$ cat config.mk
export PLATFORM = sky130hd
export DESIGN_NAME = ica_cordic
export DESIGN_NICKNAME = d
export VERILOG_FILES = /design/src/sv/ica_pkg.sv /design/src/sv/ica_cordic.sv
export SDC_FILE = /design/constraint.sdc
export NUM_CORES = 1
export LEC_CHECK = 0
export BUFFER_PORTS_ARGS = -buffer_cell sky130_fd_sc_hd__buf_2
export CELL_PAD_IN_SITES_DETAIL_PLACEMENT = 0
export CELL_PAD_IN_SITES_GLOBAL_PLACEMENT = 1
export CORE_MARGIN = 2
export CORE_UTILIZATION = 50
export CTS_CLUSTER_SIZE = 16
export DETAILED_ROUTE_END_ITERATION = 12
export PLACE_DENSITY = 0.91
export SYNTH_ARGS = -nofsm -noshare
export SYNTH_HDL_FRONTEND = slang
export SYNTH_SLANG_ARGS = --single-unit
$ cat constraint.sdc
create_clock -name i_clk -period 10.29 [get_ports i_clk]
set_clock_uncertainty 0.05 [all_clocks]
set_input_delay 1.029 -clock i_clk [delete_from_list [all_inputs] [get_ports i_clk]]
set_output_delay 1.029 -clock i_clk [all_outputs]
set_load 0.05 [all_outputs]
$ cat src/sv/ica_pkg.sv
`timescale 1ns / 1ps
package ica_pkg;
    localparam int AXES = 6;
    localparam int MAX_STEPS = 24;
    // samples per running window; the gyro step divides by a shift, so keep a power of two
    localparam int WINDOW_LENGTH = 4;
    localparam logic signed [25:0] HALF_TURN = 26'sd11796480;
    localparam logic [15:0] BLEND_RESET = 16'd62915;
    localparam logic [23:0] GAIN_RESET = 24'd163930;
    localparam logic CFG_BLEND = 1'b0;
    localparam logic CFG_GAIN = 1'b1;

    typedef enum logic [3:0] {
        S_IDLE, S_SUMRD, S_SUMWR, S_SQRT, S_CORD_P, S_CORD_R,
        S_GYRO, S_BLEND, S_OUT
    } t_state;

    function automatic logic [22:0] atan_q16(input logic [4:0] i);
        case (i)
            5'd0: atan_q16 = 23'd2949120;
            5'd1: atan_q16 = 23'd1740967;
            5'd2: atan_q16 = 23'd919879;
            5'd3: atan_q16 = 23'd466945;
            5'd4: atan_q16 = 23'd234379;
            5'd5: atan_q16 = 23'd117266;
            5'd6: atan_q16 = 23'd58666;
            5'd7: atan_q16 = 23'd29335;
            5'd8: atan_q16 = 23'd14668;
            5'd9: atan_q16 = 23'd7334;
            5'd10: atan_q16 = 23'd3667;
            5'd11: atan_q16 = 23'd1833;
            5'd12: atan_q16 = 23'd917;
            5'd13: atan_q16 = 23'd458;
            5'd14: atan_q16 = 23'd229;
            5'd15: atan_q16 = 23'd115;
            5'd16: atan_q16 = 23'd57;
            5'd17: atan_q16 = 23'd29;
            5'd18: atan_q16 = 23'd14;
            5'd19: atan_q16 = 23'd7;
            5'd20: atan_q16 = 23'd4;
            5'd21: atan_q16 = 23'd2;
            5'd22: atan_q16 = 23'd1;
            default: atan_q16 = 23'd0;
        endcase
    endfunction
endpackage

$ cat src/sv/ica_cordic.sv
`timescale 1ns / 1ps
module ica_cordic #(
    parameter int STEPS = 16
) (
    input  logic                i_clk,
    input  logic                i_rst_n,
    input  logic                i_start,
    input  logic signed [21:0]  i_y,
    input  logic signed [21:0]  i_x,
    output logic                o_done,
    output logic signed [25:0]  o_angle
);
    import ica_pkg::*;
    localparam int NSTEP = (STEPS > MAX_STEPS) ? MAX_STEPS : STEPS;
    logic signed [44:0] r_x, r_y;
    logic signed [27:0] r_z;
    logic [4:0] r_i;
    logic r_busy;
    logic signed [44:0] xs, ys;
    logic signed [21:0] ax, ay;
    always_comb begin
        xs = r_x >>> r_i;
        ys = r_y >>> r_i;
        ax = (i_x < 0) ? -i_x : i_x;
        ay = (i_x < 0) ? -i_y : i_y;
    end
    always_ff @(posedge i_clk) begin
        if (!i_rst_n) begin
            r_busy <= 1'b0;
            o_done <= 1'b0;
        end else begin
            o_done <= 1'b0;
            if (i_start) begin
                r_i <= '0;
                r_x <= 45'(ax) <<< 20;
                r_y <= 45'(ay) <<< 20;
                if (i_x == 0 && i_y == 0) begin
                    r_z <= '0;
                    r_busy <= 1'b0;
                    o_done <= 1'b1;
                end else begin
                    r_z <= (i_x < 0) ? ((i_y >= 0) ? 28'(HALF_TURN) : -28'(HALF_TURN)) : '0;
                    r_busy <= 1'b1;
                end
            end else if (r_busy) begin
                if (r_y >= 0) begin
                    r_x <= r_x + ys;
                    r_y <= r_y - xs;
                    r_z <= r_z + 28'(atan_q16(r_i));
                end else begin
                    r_x <= r_x - ys;
                    r_y <= r_y + xs;
                    r_z <= r_z - 28'(atan_q16(r_i));
                end
                r_i <= r_i + 5'd1;
                if (r_i == 5'(NSTEP - 1)) begin
                    r_busy <= 1'b0;
                    o_done <= 1'b1;
                end
            end
        end
    end
    assign o_angle = 26'(r_z);
endmodule

==> impl_metrics.env <==
export IMPL_status="complete, no violations"
export IMPL_gp_congestion=1.05
export IMPL_grt_max_degree=121
export IMPL_multiInputGateArea_um2=17000
export IMPL_worstHoldPathType="reg2reg"
export IMPL_core_area_um2=43300
export IMPL_avgViaCountPerCell=6.85
export IMPL_synth_top_area_share_pct=16.5
export IMPL_synth_cell_types=100
export IMPL_grt_overflow=0
export IMPL_chipWidth_um=214
export IMPL_initial_core_util_pct=50.9
export IMPL_fin_crit_sh_pct=81.6
export IMPL_slew_headroom_pct=5.49
export IMPL_fp_dieH_um=214
export IMPL_grt_pass1_vias=20449
export IMPL_crit_path_top_delay_cell="edfxtp_1"
export IMPL_drtAntennaViolNets=0
export IMPL_cts_root_buf="clkbuf_16"
export IMPL_syn_avg_cell_area_um2=8.35
export IMPL_peakVddDrop_mv=0.138
export IMPL_diodes=0
export IMPL_report_power_total_mw=5.47
export IMPL_clk_insertion_delay_late_ps=510
export IMPL_fill_cells=4040
export IMPL_cts_hold_buf=0
export IMPL_antenna_found_initial=0
export IMPL_layout_drive_gt1_share_pct=12.3
export IMPL_holdWs_ps=684
export IMPL_setup_viol=0
export IMPL_regArea_um2=4110
export IMPL_cts_tree="built"
export IMPL_route_vias_total=21876
export IMPL_firstDrtPassIters=6
export IMPL_period_needed_ps=8400
export IMPL_fmax_ghz=0.119
export IMPL_clock_path_buffers=2
export IMPL_start_kind="flip-flop"
export IMPL_routedWlPerCell_um=25.0
export IMPL_rows=76
export IMPL_dieArea_um2=45700
export IMPL_wl_um=79700
export IMPL_setup_tns_final_ps=0
export IMPL_power_per_cell_area_nw_per_um2=236
export IMPL_worst_slew_pin_slew_ps=1400
export IMPL_seq_area_frac_synth_pct=18.7
export IMPL_synthTopCellsByArea="edfxtp_1 (17%), mux4_2 (11%), ha_1 (7.5%)"
export IMPL_synth_seq_cells=145
export IMPL_crit_type="reg2reg"
export IMPL_final_cells=3193
export IMPL_finalNetCount=2777
export IMPL_portBuffers=73
export IMPL_cts_num_sinks=145
export IMPL_synth_area_um2=22000
export IMPL_drcViolationCount=0
export IMPL_grt_pass1_wl_um=122000
export IMPL_hold_viol_final=0
export IMPL_leakagePower_nw=9.01
export IMPL_postCtsSetupBuffers=0
export IMPL_syn_instance_count=2636
export IMPL_yosys_area_top_type="edfxtp_1"
export IMPL_slew_violations=0
export IMPL_layout_common_cells="nand2_1 (267), nor2_1 (259), a21oi_1 (196), o21ai_0 (184), mux2i_1 (138)"
export IMPL_synth_edf_count=121
export IMPL_dp_hpwl_um=59500
export IMPL_path_max_fanout=64
export IMPL_drt_initial_drc_count=2488
export IMPL_layout_commonest_cell="nand2_1"
export IMPL_cts_buffers=17
export IMPL_pin_count=74
export IMPL_dp_cells=3161
export IMPL_synth_fp_nets=2818
export IMPL_worst_path_largest_cell_delay_ps=780
export IMPL_grtUsageTotal_pct=35.1
export IMPL_rrSetupSlack_ps=1890
export IMPL_synth_main_ff_cell="edfxtp_1"
export IMPL_grt_setup_unrepaired="false"
export IMPL_cp_cell_sequence="buf_4 -> mux4_2 -> mux2i_1 -> nor2_1 -> nor3_1 -> and2_1 -> nand4_2 -> or3b_4 -> or4_4 -> or4b_4 -> nand2_1 -> xor2_1 -> ha_1 -> a21o_1 -> a21o_1 -> nor2_1 -> o211ai_1 -> o221a_2 -> and3_1 -> o21ai_0 -> a21oi_1 -> o41ai_1 -> xnor3_1 -> o21ai_0"
export IMPL_async_flop_share_pct=0
export IMPL_cts_resized=0
export IMPL_required_ps=10600
export IMPL_clkTransAtPathRegs_ps=80
export IMPL_drv_cap=0
export IMPL_area_growth_pct=5.30
export IMPL_arrival_ps=8710
export IMPL_h_tree_depth=4
export IMPL_end_kind="flip-flop"
export IMPL_synth_warnings=0
cells in the mapped netlist (8+ instances only):
master	n
a211o_1	8
a211oi_1	23
a21o_1	48
a21oi_1	196
a22oi_1	8
a31oi_1	25
a32oi_1	8
and2_1	17
and3_1	25
buf_1	24
buf_2	35
buf_4	10
buf_6	9
clkbuf_1	80
dfxtp_1	24
edfxtp_1	121
ha_1	132
inv_1	49
mux2_2	36
mux2i_1	138
mux4_2	105
nand2_1	267
nand2b_1	36
nand3_1	49
nand4_1	23
nor2_1	259
nor2b_1	25
nor3_1	75
nor4_1	13
o211a_1	8
o211ai_1	23
o21a_1	20
o21ai_0	185
o21bai_1	17
o221ai_1	12
o22ai_1	29
o31ai_1	39
o41ai_1	14
or2_2	17
or3_1	21
or4_1	12
xnor2_1	133
xor2_1	88
path summary, 6_finish.rpt:
check | startpoint | to | depth (start not counted)
hold reg to reg | r_x[0]$_SDFFCE_PP0P_ | r_x[0]$_SDFFCE_PP0P_ | 2
hold / removal | r_x[0]$_SDFFCE_PP0P_ | r_x[0]$_SDFFCE_PP0P_ | 2
setup reg to reg | r_i[3]$_SDFFCE_PP0P_ | r_y[44]$_DFFE_PP_ | 24
setup / recovery | r_i[3]$_SDFFCE_PP0P_ | r_y[44]$_DFFE_PP_ | 24
per-layer routing:
metal,wire [um],global-route usage [%],vias to the layer above
met5,0,0,-
met4,3360,14.9,0
met3,7820,8.10,200
met2,34600,53.2,1220
met1,33900,48.0,10544
li1,-,-,9912
power breakdown:
group | leakage (nW) | switching (mW) | internal (mW)
registers | 1.37 | 0.240 | 0.852
clock network | 0.261 | 0.306 | 0.315
logic | 7.37 | 2.25 | 1.51
worst max-delay path, delay by kind of cell (launching register included):
kind / cells / cell delay, ps
AOI/OAI and AO/OA: 8 / 1690
xor gates and xnor gates: 2 / 480
adders and majority gates: 1 / 360
buffers and inverters: 1 / 740
DFF: 1 / 780
muxes: 2 / 900
and+or+nand+nor: 10 / 3190
cell families (layout without fill, tap and decap cells):
kind of cell / after synthesis / count (layout) / synth area share [%]
mux: 285 / 285 / 19.2
buf+inv: 211 / 183 / 4.27
flops: 145 / 145 / 18.7
compound gates: 754 / 754 / 22.0
fa+ha+maj: 135 / 135 / 7.78
simple gates: 883 / 883 / 19.1
xor+xnor: 223 / 223 / 9.00
layout make-up:
cell class	instances	area share [%]
Sequential cell	145	17.7
Inverter	53	0.869
Timing Repair Buffer	98	2.67
Tap cell	585	3.16
Clock buffer	18	1.85
Clock inverter	14	0.524
Multi-Input combinational cell	2280	73.2
through the flow:
step                worst slack [ps]  area (um2)  utilization [%]
detailed placement              2130       22600             52.3
global placement                2190       22600             52.3
global route                    1460       23200             53.6
CTS                             2070       23200             53.6
finish                          1890       23200             53.6
floorplan                       3130       22000                -
(Power assumes the default switching activity.)
