<file path="src/sv/ica_ram.sv">
`timescale 1ns / 1ps
module ica_ram #(
    parameter int WIDTH = 16,
    parameter int DEPTH = 24
) (
    input  logic                     i_clk,
    input  logic                     i_we,
    input  logic [$clog2(DEPTH)-1:0] i_waddr,
    input  logic [WIDTH-1:0]         i_wdata,
    input  logic [$clog2(DEPTH)-1:0] i_raddr,
    output logic [WIDTH-1:0]         o_rdata
);
    logic [WIDTH-1:0] r_mem [DEPTH];
    always_ff @(posedge i_clk) begin
        if (i_we) begin
            r_mem[i_waddr] <= i_wdata;
        end
        o_rdata <= r_mem[i_raddr];
    end
endmodule

</file>
<file path="config.mk">
export PLATFORM = sky130hd
export DESIGN_NAME = ica_ram
export DESIGN_NICKNAME = d
export VERILOG_FILES = /design/src/sv/ica_ram.sv
export SDC_FILE = /design/constraint.sdc
export NUM_CORES = 1
export LEC_CHECK = 0
export BUFFER_PORTS_ARGS = -buffer_cell sky130_fd_sc_hd__clkbuf_2
export CAP_MARGIN = 40
export CORE_UTILIZATION = 55
export CTS_BUF_LIST = sky130_fd_sc_hd__clkbuf_16
export CTS_CLUSTER_DIAMETER = 100
export DETAILED_ROUTE_END_ITERATION = 10
export MAX_ROUTING_LAYER = met4
export PLACE_DENSITY = 0.83
export SLEW_MARGIN = 30
export SYNTH_ARGS = -nofsm -noshare
export SYNTH_HDL_FRONTEND = slang
export SYNTH_SLANG_ARGS = --single-unit
</file>
<file path="constraint.sdc">
create_clock -name i_clk -period 3.1 [get_ports i_clk]
set_input_delay 0.155 -clock i_clk [delete_from_list [all_inputs] [get_ports i_clk]]
set_output_delay 0.155 -clock i_clk [all_outputs]
set_load 0.03 [all_outputs]
</file>
==> metrics.csv, run 1 <==
stage,metric,value,unit
finish,Area Growth Syn to Fin,12.8,%
grt,first-pass GRT wire length,47.0,mm
sta,RSZ-0062 raised after global routing,false,
setup_path,Setup crit end kind,flop,
sta,Slew Limit Fails,0,
drt,drt drc,0,
min_path,WHS Endpoint,o_rdata[2]$_DFF_P_,
clock_tree,Clock transition at path regs,0.07,ns
sta,final hold violations,0,
drt,via count,7425,
synth,"Seq/Total Area, Yosys",0.777,
outcome,run status,completed,
clock_tree,CTS hold repair buffers,0,
finish,FILL cells,1700,
grt,GRT Resource Usage Total,0.234,
grt,largest net degree at the start of global routing,41,
sta,setup TNS,0,ns
synth,Synth Warn #,0,
drt,vias per cell,6.17,
clock_tree,number of clock sinks,400,
synth,synthesis-stage register bit count,400,
setup_path,Startpoint Class,input pin,
synth,mapped cell area,15300,um2
drt,final wirelength,31.0,mm
sta,clock skew,0.0189,ns
synth,average cell area after synthesis,21.1,um2
setup_path,RR Startpoint,r_mem[13][15]$_DFFE_PP_,
power_and_ir_drop,Peak VDD IR,0.349,mV
sta,min cycle time layout,1.58,ns
clock_tree,Clock Tree Buf Depth,3,
setup_path,crit path cell chain,"buf_6, buf_4, mux4_2, o211ai_1, o311ai_0",
drt,Pre-antenna DRT Iters,5,
finish,Post-Layout Cell Count,1203,
grt,vias in the first global route,7519,
clock_tree,Num CTS Buffers,37,
sta,Worst-Margin Slew,0.729,ns
drt,Detail Route Antenna Nets,0,
floorplan,io pins,44,
sta,final setup fails,0,
sta,max_slew headroom,0.514,
clock_tree,Post-CTS Resized,0,
grt,total gr overflow,0,
floorplan,die area,28400,um2
drt,WL per Instance,25.8,um
clock_tree,H-tree lvl count,2,
setup_path,CP arrival,1.95,ns
floorplan,core area,27100,um2
setup_path,r2r setup slk,1.61,ns
clock_tree,post-CTS setup buffer count,0,
setup_path,crit-path max FO,37,
floorplan,die width,169,um
synth,synthesized instance count,723,
placement,Final GP Congestion,0.761,
clock_tree,worst skew pair latency,0.53,ns
placement,HPWL after detailed placement,18.5,mm
setup_path,Reg-to-Reg End,o_rdata[15]$_DFF_P_,
min_path,hold depth,4,
setup_path,WP data required,3.48,ns
setup_path,worst-path cell with the longest stage delay,mux4_2,
min_path,min-delay worst type,in2reg,
placement,buffers added on ports,43,
setup_path,CP Class,in2reg,
placement,placed cells,1136,
grt,initial antenna violation count,1,
floorplan,Core Rows,60,
setup_path,R2R depth,4,
floorplan,die height,169,um
finish,fin util,0.635,
power_and_ir_drop,Pleak,5.73,nW
setup_path,"slowest stage delay, CP",0.54,ns
sta,fmax,634,MHz
clock_tree,CTS root buf,clkbuf_16,
power_and_ir_drop,Power per Cell Area,645,nW/um2
sta,period utilization,0.509,
synth,Synth cell types,24,
finish,fraction of layout cells with a size suffix above 1,0.249,
job,max cap viols,0,
finish,Nets,831,
drt,initial DRC count,803,
min_path,Hold Startpoint,i_raddr[4],
synth,Mapped Nets,751,
clock_tree,CTS tree,done,
floorplan,initial cell density of the core,0.563,
## logic make-up after synthesis
kind of cell / after synthesis / share of synthesized area
DFF: 400 / 0.777
muxes: 144 / 0.147
and+or+nand+nor: 73 / 0.0220
AOI/OAI and AO/OA: 64 / 0.0374
buffers and inverters: 42 / 0.0167
## metal layers
layer  share of wire  track usage
met1            0.41        0.317
met2            0.49        0.363
met3           0.081       0.0465
met4           0.026       0.0775
met5               0            -
## Yosys cell counts
cell type,count,share of area
edfxtp_1,384,0.76
mux2i_1,80,0.052
mux4_2,64,0.094
nor2_1,26,0.0064
nand2_1,18,0.0044
nand3_1,17,0.0056
a22oi_1,16,0.0079
a2bb2oi_1,16,0.0092
buf_2,16,0.0052
dfxtp_1,16,0.021
clkbuf_1,12,0.0030
o311ai_1,11,0.0063
o211ai_2,10,0.0082
buf_4,8,0.0039
o211ai_1,6,0.0030
o311ai_0,5,0.0029
nand3b_1,4,0.0020
nor2b_1,3,0.0012
and2_1,2,0.00082
buf_1,2,0.00049
buf_12,2,0.0026
buf_6,2,0.0015
or3b_2,2,0.0011
or3_1,1,0.00041
## layout by cell type, fill, tap and decap left out, types with 11 or more instances in the layout
cell type,netlist,final
buf_4,8,40
edfxtp_1,384,384
nor2_1,26,26
nand2_1,18,18
a2bb2oi_1,16,16
a22oi_1,16,16
clkbuf_2,0,40
mux4_2,64,64
o311ai_1,11,11
nand3_1,17,17
clkbuf_16,0,39
mux2i_1,80,80
dfxtp_1,16,16
## registers in the layout (all words and copies together) (netlist names)
register and cells:
o_rdata 16, r_mem 384
## layout make-up
type / instances / area [um2] / share of cell area
antenna: 1 / 2.50 / 0.000145
clock buffer: 39 / 976 / 0.0567
clock inverter: 27 / 220 / 0.0128
multi-input combinational: 281 / 3150 / 0.183
sequential: 400 / 11900 / 0.689
tap: 372 / 465 / 0.0271
timing repair buffer: 83 / 537 / 0.0312
## worst max path at each step
| stage | slack (ns) | endpoint | cells after the start | start |
|---|---|---|---|---|
| finish | 1.52 | o_rdata[10]$_DFF_P_ | 5 | i_raddr[0] |
| detailed placement | 0.94 | o_rdata[12]$_DFF_P_ | 5 | i_raddr[0] |
| CTS | 1.47 | o_rdata[10]$_DFF_P_ | 5 | i_raddr[0] |
| global route | 1.32 | o_rdata[10]$_DFF_P_ | 5 | i_raddr[0] |
| floorplan | 1.23 | r_mem[20][0]$_DFFE_PP_ | 3 | i_waddr[1] |
| global placement | 1.01 | o_rdata[10]$_DFF_P_ | 5 | i_raddr[0] |
## worst max-delay path: cells and delay by family
| kind | cells | cell delay (ns) |
|---|---|---|
| multiplexers | 1 | 0.54 |
| buffers and inverters | 2 | 0.81 |
| AO/OA/AOI/OAI | 2 | 0.43 |
## power breakdown
group | leakage, nW | total, W | internal, W | switching (W)
clock network | 0.620 | 0.00447 | 0.00260 | 0.00187
registers | 3.59 | 0.00604 | 0.00601 | 0.0000370
logic | 1.51 | 0.000586 | 0.000214 | 0.000373
## per-stage QoR
stage	hold slack, ns	area (um2)	power [W]	setup slack (ns)
global placement	0.609	16000	0.00672	1.01
finish	0.135	17200	0.0111	1.52
floorplan	0.254	15300	0.00651	1.23
global route	0.164	17200	0.0114	1.32
CTS	0.125	17200	0.0111	1.47
detailed placement	0.605	16000	0.00674	0.936
(Power assumes the default switching activity.)
==> run 2, diff against run 1 <==
- PLACE_DENSITY: 0.83 -> 0.86
- clock period: 3.1 -> 1.3 ns (I/O delays scaled with it)
==> metrics.csv, run 2 (synthesis gave the netlist of run 1 again) <==
stage,metric,value,unit
drt,via count,7785,
clock_tree,Clock Tree Buf Depth,3,
power_and_ir_drop,Combinational Power Share,0.065,
min_path,Hold Startpoint,i_wdata[4],
grt,initial antenna violation count,1,
drt,drt drc,0,
finish,design area,18200,um2
clock_tree,CTS tree,done,
setup_path,Reg-to-Reg End,o_rdata[13]$_DFF_P_,
floorplan,core area,27100,um2
sta,PnR worst setup slack,-0.343,ns
placement,Placed Instance Area,16800,um2
floorplan,die area,28400,um2
sta,Slew Limit Fails,0,
outcome,failing checks,negative setup slack,
clock_tree,worst skew pair latency,0.52,ns
drt,initial DRC count,825,
sta,clock skew,0.0199,ns
clock_tree,CTS hold repair buffers,0,
drt,final wirelength,34.1,mm
setup_path,Setup crit start,r_mem[16][13]$_DFFE_PP_,
placement,buffers added on ports,43,
grt,largest net degree at the start of global routing,25,
power_and_ir_drop,Int Pwr,0.0210,W
setup_path,Startpoint Class,flop,
sta,final hold violations,0,
finish,Nets,868,
grt,total gr overflow,0,
sta,fmax,609,MHz
floorplan,die width,169,um
finish,Area Growth Syn to Fin,19.4,%
grt,GRT Resource Usage Total,0.256,
power_and_ir_drop,Peak VDD IR,0.786,mV
placement,Final GP Congestion,0.797,
outcome,run status,finished with violations,
floorplan,Core Rows,60,
clock_tree,Num CTS Buffers,37,
min_path,WHS Endpoint,r_mem[12][4]$_DFFE_PP_,
power_and_ir_drop,total power,0.0267,W
job,max cap viols,0,
setup_path,WP data required,1.68,ns
power_and_ir_drop,Power per Cell Area,1460,nW/um2
finish,Top reg by flops,r_mem,
grt,vias in the first global route,7845,
placement,HPWL after detailed placement,20.5,mm
clock_tree,number of clock sinks,400,
sta,period utilization,1.26,
power_and_ir_drop,Pleak,6.04,nW
sta,final setup fails,16,
power_and_ir_drop,Sw Pwr,0.00561,W
clock_tree,H-tree lvl count,2,
setup_path,CP Class,reg2reg,
floorplan,die height,169,um
finish,Largest regs,"r_mem: 384 flops, o_rdata: 16 flops",
sta,min cycle time layout,1.64,ns
finish,"leading cell type in the layout, fill and taps excluded",edfxtp_1,
drt,WL per Instance,27.5,um
floorplan,initial cell density of the core,0.563,
power_and_ir_drop,Clk pwr share,0.394,
clock_tree,post-CTS setup buffer count,0,
finish,fin util,0.672,
drt,vias per cell,6.28,
power_and_ir_drop,Sw Share,0.211,
grt,first-pass GRT wire length,50.5,mm
finish,fraction of layout cells with a size suffix above 1,0.338,
drt,Detail Route Antenna Nets,0,
min_path,hold depth,1,
clock_tree,Clock transition at path regs,0.08,ns
setup_path,r2r setup slk,-0.34,ns
min_path,min-delay worst type,in2reg,
sta,RSZ-0062 raised after global routing,true,
floorplan,io pins,44,
finish,max FFs per register,384,
placement,post-place setup slack,-0.357,ns
finish,"commonest non-fill, non-tap cells in the layout","384 x edfxtp_1, 77 x mux2i_1, 64 x mux4_2",
clock_tree,CTS root buf,clkbuf_16,
setup_path,CP arrival,2.02,ns
sta,max_slew headroom,0.644,
setup_path,Setup crit end kind,flop,
setup_path,R2R depth,3,
sta,Worst-Margin Slew,0.534,ns
power_and_ir_drop,part of the power in registers,0.541,
setup_path,crit-path max FO,1,
setup_path,RR Startpoint,r_mem[16][13]$_DFFE_PP_,
drt,Pre-antenna DRT Iters,5,
run 2: power by group through the flow:
stage                     combinational [W]  sequential, W  clock [W]
after CTS                           0.00168         0.0144     0.0106
after global placement              0.00152         0.0147          0
after global routing                0.00181         0.0144     0.0111
after floorplan                    0.000786         0.0148          0
after detailed placement            0.00158         0.0147          0
final                               0.00173         0.0144     0.0105
run 2: area by class of cell:
class,instances,area [um2]
timing repair buffer,120,1260
fill,1570,8890
antenna,1,2.50
sequential,400,11900
tap,372,465
clock inverter,27,199
clock buffer,39,976
multi-input combinational,281,3450
run 2: critical path, stage by stage (launching register included):
cell and delay (ns):
edfxtp_1 0.45, mux4_2 0.50, o211ai_1 0.35, o311ai_2 0.19
run 2: per-stage QoR:
stage / hold slack (ns) / setup TNS (ns) / instances
finish: 0.109 / -1.67 / 1240
global route: 0.126 / -2.17 / 1240
CTS: 0.0872 / -1.45 / 1239
detailed placement: 0.507 / -15.46 / 1174
global placement: 0.518 / -13.10 / 1174
floorplan: 0.164 / -39.70 / 723
run 2: metal layers:
layer / GRT usage / part of all wire
met3: 0.0447 / 0.083
met1: 0.324 / 0.37
met5: - / 0
met2: 0.422 / 0.52
met4: 0.0877 / 0.020
run 2: timing repair:
| item | CTS | global route |
|---|---|---|
| setup endpoints to repair | 16 | 16 |
| pin swaps | 14 | 10 |
| gates cloned | 0 | 0 |
| resized for setup | 33 | 10 |
run 2: worst max-delay path by stage:
stage	to	cells after the start
2_1_floorplan	r_mem[22][0]$_DFFE_PP_	2
3_3_place_gp	o_rdata[11]$_DFF_P_	7
3_5_place_dp	o_rdata[10]$_DFF_P_	6
4_1_cts	o_rdata[13]$_DFF_P_	3
5_1_grt	o_rdata[13]$_DFF_P_	3
6_report	o_rdata[13]$_DFF_P_	3
==> run 3, diff against run 2 <==
- CTS_BUF_LIST: sky130_fd_sc_hd__clkbuf_16 -> sky130_fd_sc_hd__clkbuf_8 sky130_fd_sc_hd__clkbuf_16
- GPL_TIMING_DRIVEN: unset -> 0
==> metrics.csv, run 3 (synthesis gave the netlist of run 1 again) <==
stage,metric,value,unit
outcome,run status,finished with violations,
grt,total gr overflow,0,
setup_path,CP Class,reg2reg,
clock_tree,Clock Tree Buf Depth,3,
sta,fmax,631,MHz
floorplan,die height,169,um
finish,Reg area,11900,um2
drt,initial DRC count,1237,
finish,fraction of layout cells with a size suffix above 1,0.335,
finish,"commonest non-fill, non-tap cells in the layout","384 x edfxtp_1, 70 x mux2i_1, 64 x mux4_2",
sta,PnR worst setup slack,-0.285,ns
outcome,failing checks,negative setup slack,
clock_tree,number of clock sinks,400,
finish,"leading cell type in the layout, fill and taps excluded",edfxtp_1,
drt,final wirelength,37.6,mm
power_and_ir_drop,total power,0.0278,W
grt,largest net degree at the start of global routing,25,
drt,drt drc,0,
finish,Largest regs,"r_mem: 384 flops, o_rdata: 16 flops",
placement,placed cells,1143,
power_and_ir_drop,Pleak,5.87,nW
power_and_ir_drop,Peak VDD IR,1.04,mV
drt,Detail Route Antenna Nets,0,
sta,period utilization,1.22,
sta,max_slew headroom,0.341,
finish,Top reg by flops,r_mem,
setup_path,Setup crit end kind,flop,
setup_path,WP data required,1.65,ns
floorplan,Core Rows,60,
job,max cap viols,0,
power_and_ir_drop,Power per Cell Area,1550,nW/um2
drt,via count,7958,
floorplan,die area,28400,um2
finish,max FFs per register,384,
clock_tree,CTS root buf,clkbuf_16,
setup_path,Worst path top cell family by delay,multiplexers,
grt,vias in the first global route,7964,
finish,Post-Layout Cell Count,1216,
sta,RSZ-0062 raised after global routing,true,
setup_path,"slowest stage delay, CP",0.53,ns
sta,final hold violations,0,
drt,vias per cell,6.54,
setup_path,crit-path max FO,1,
floorplan,core area,27100,um2
clock_tree,CTS tree,done,
drt,WL per Instance,30.9,um
clock_tree,Clock transition at path regs,0.06,ns
setup_path,crit path cell chain,"mux4_2, mux2i_1, o311ai_1",
finish,Multi-input gate area,3680,um2
placement,post-place setup slack,-0.690,ns
clock_tree,worst skew pair latency,0.53,ns
sta,setup TNS,-4.63,ns
grt,initial antenna violation count,0,
floorplan,initial cell density of the core,0.563,
grt,first-pass GRT wire length,53.6,mm
sta,Worst-Margin Slew,0.989,ns
sta,Slew Limit Fails,0,
placement,Final GP Congestion,0.893,
floorplan,io pins,44,
sta,clock skew,0.0193,ns
sta,final setup fails,30,
finish,Area Growth Syn to Fin,17.6,%
setup_path,Startpoint Class,flop,
clock_tree,H-tree lvl count,2,
min_path,min-delay worst type,in2reg,
drt,Pre-antenna DRT Iters,5,
finish,FILL cells,1588,
setup_path,worst-path cell with the longest stage delay,mux4_2,
floorplan,die width,169,um
setup_path,CP arrival,1.93,ns
clock_tree,Num CTS Buffers,39,
sta,min cycle time layout,1.58,ns
finish,n_diodes,0,
placement,HPWL after detailed placement,21.1,mm
setup_path,Worst Path Buf+Inv,0,
placement,buffers added on ports,41,
grt,GRT Resource Usage Total,0.278,
finish,Nets,843,
finish,fin util,0.662,
==> run 3: stage by stage <==
step | hold WS, ns | area [um2]
floorplan | 0.164 | 15300
global placement | 0.438 | 16000
detailed placement | 0.440 | 16100
CTS | -0.0215 | 17800
global route | 0.0367 | 17900
finish | 0.0282 | 17900
==> run 3: final timing paths <==
| check | from | endpoint | slack (ns) | cells past startpoint |
|---|---|---|---|---|
| setup / recovery | r_mem[7][14]$_DFFE_PP_ | o_rdata[14]$_DFF_P_ | -0.28 | 3 |
| hold / removal | i_raddr[3] | o_rdata[0]$_DFF_P_ | 0.03 | 2 |
| setup reg to reg | r_mem[7][14]$_DFFE_PP_ | o_rdata[14]$_DFF_P_ | -0.28 | 3 |
| hold reg to reg | r_mem[10][0]$_DFFE_PP_ | o_rdata[0]$_DFF_P_ | 0.73 | 4 |
==> run 3: routing by layer <==
metal  vias up  global-route usage  wire, um
li1       3197                   -         -
met1      4065               0.359     13600
met2       570               0.443     18500
met3       126              0.0482      3660
met4         0               0.111      1820
met5         -                   -         0
==> run 3: area by class of cell <==
type | count | area share
clock buffers | 42 | 0.0579
repair buffers | 51 | 0.0195
plain buffers | 42 | 0.0155
well taps | 372 | 0.0259
multi-input cells | 281 | 0.205
flip-flops and latches | 400 | 0.660
clock inverters | 28 | 0.0155
==> run 3: power breakdown <==
part | switching, W | internal (W) | total, W
combinational | 0.00119 | 0.000630 | 0.00181
clock | 0.00465 | 0.00695 | 0.0116
sequential | 0.0000578 | 0.0143 | 0.0144
==> run 3: what timing repair did <==
action	in CTS	in global routing
gates resized for setup	51	30
hold endpoints to repair	3	0
hold buffers	1	0
endpoints found under the setup margin	148	126
setup buffers	1	1
gates cloned	0	0
pin swaps	18	10
==> run 3: worst register-to-register path, cell delays in order, from the launching register on <==
cell,delay [ns]
edfxtp_1,0.44
mux4_2,0.53
mux2i_1,0.28
o311ai_1,0.17
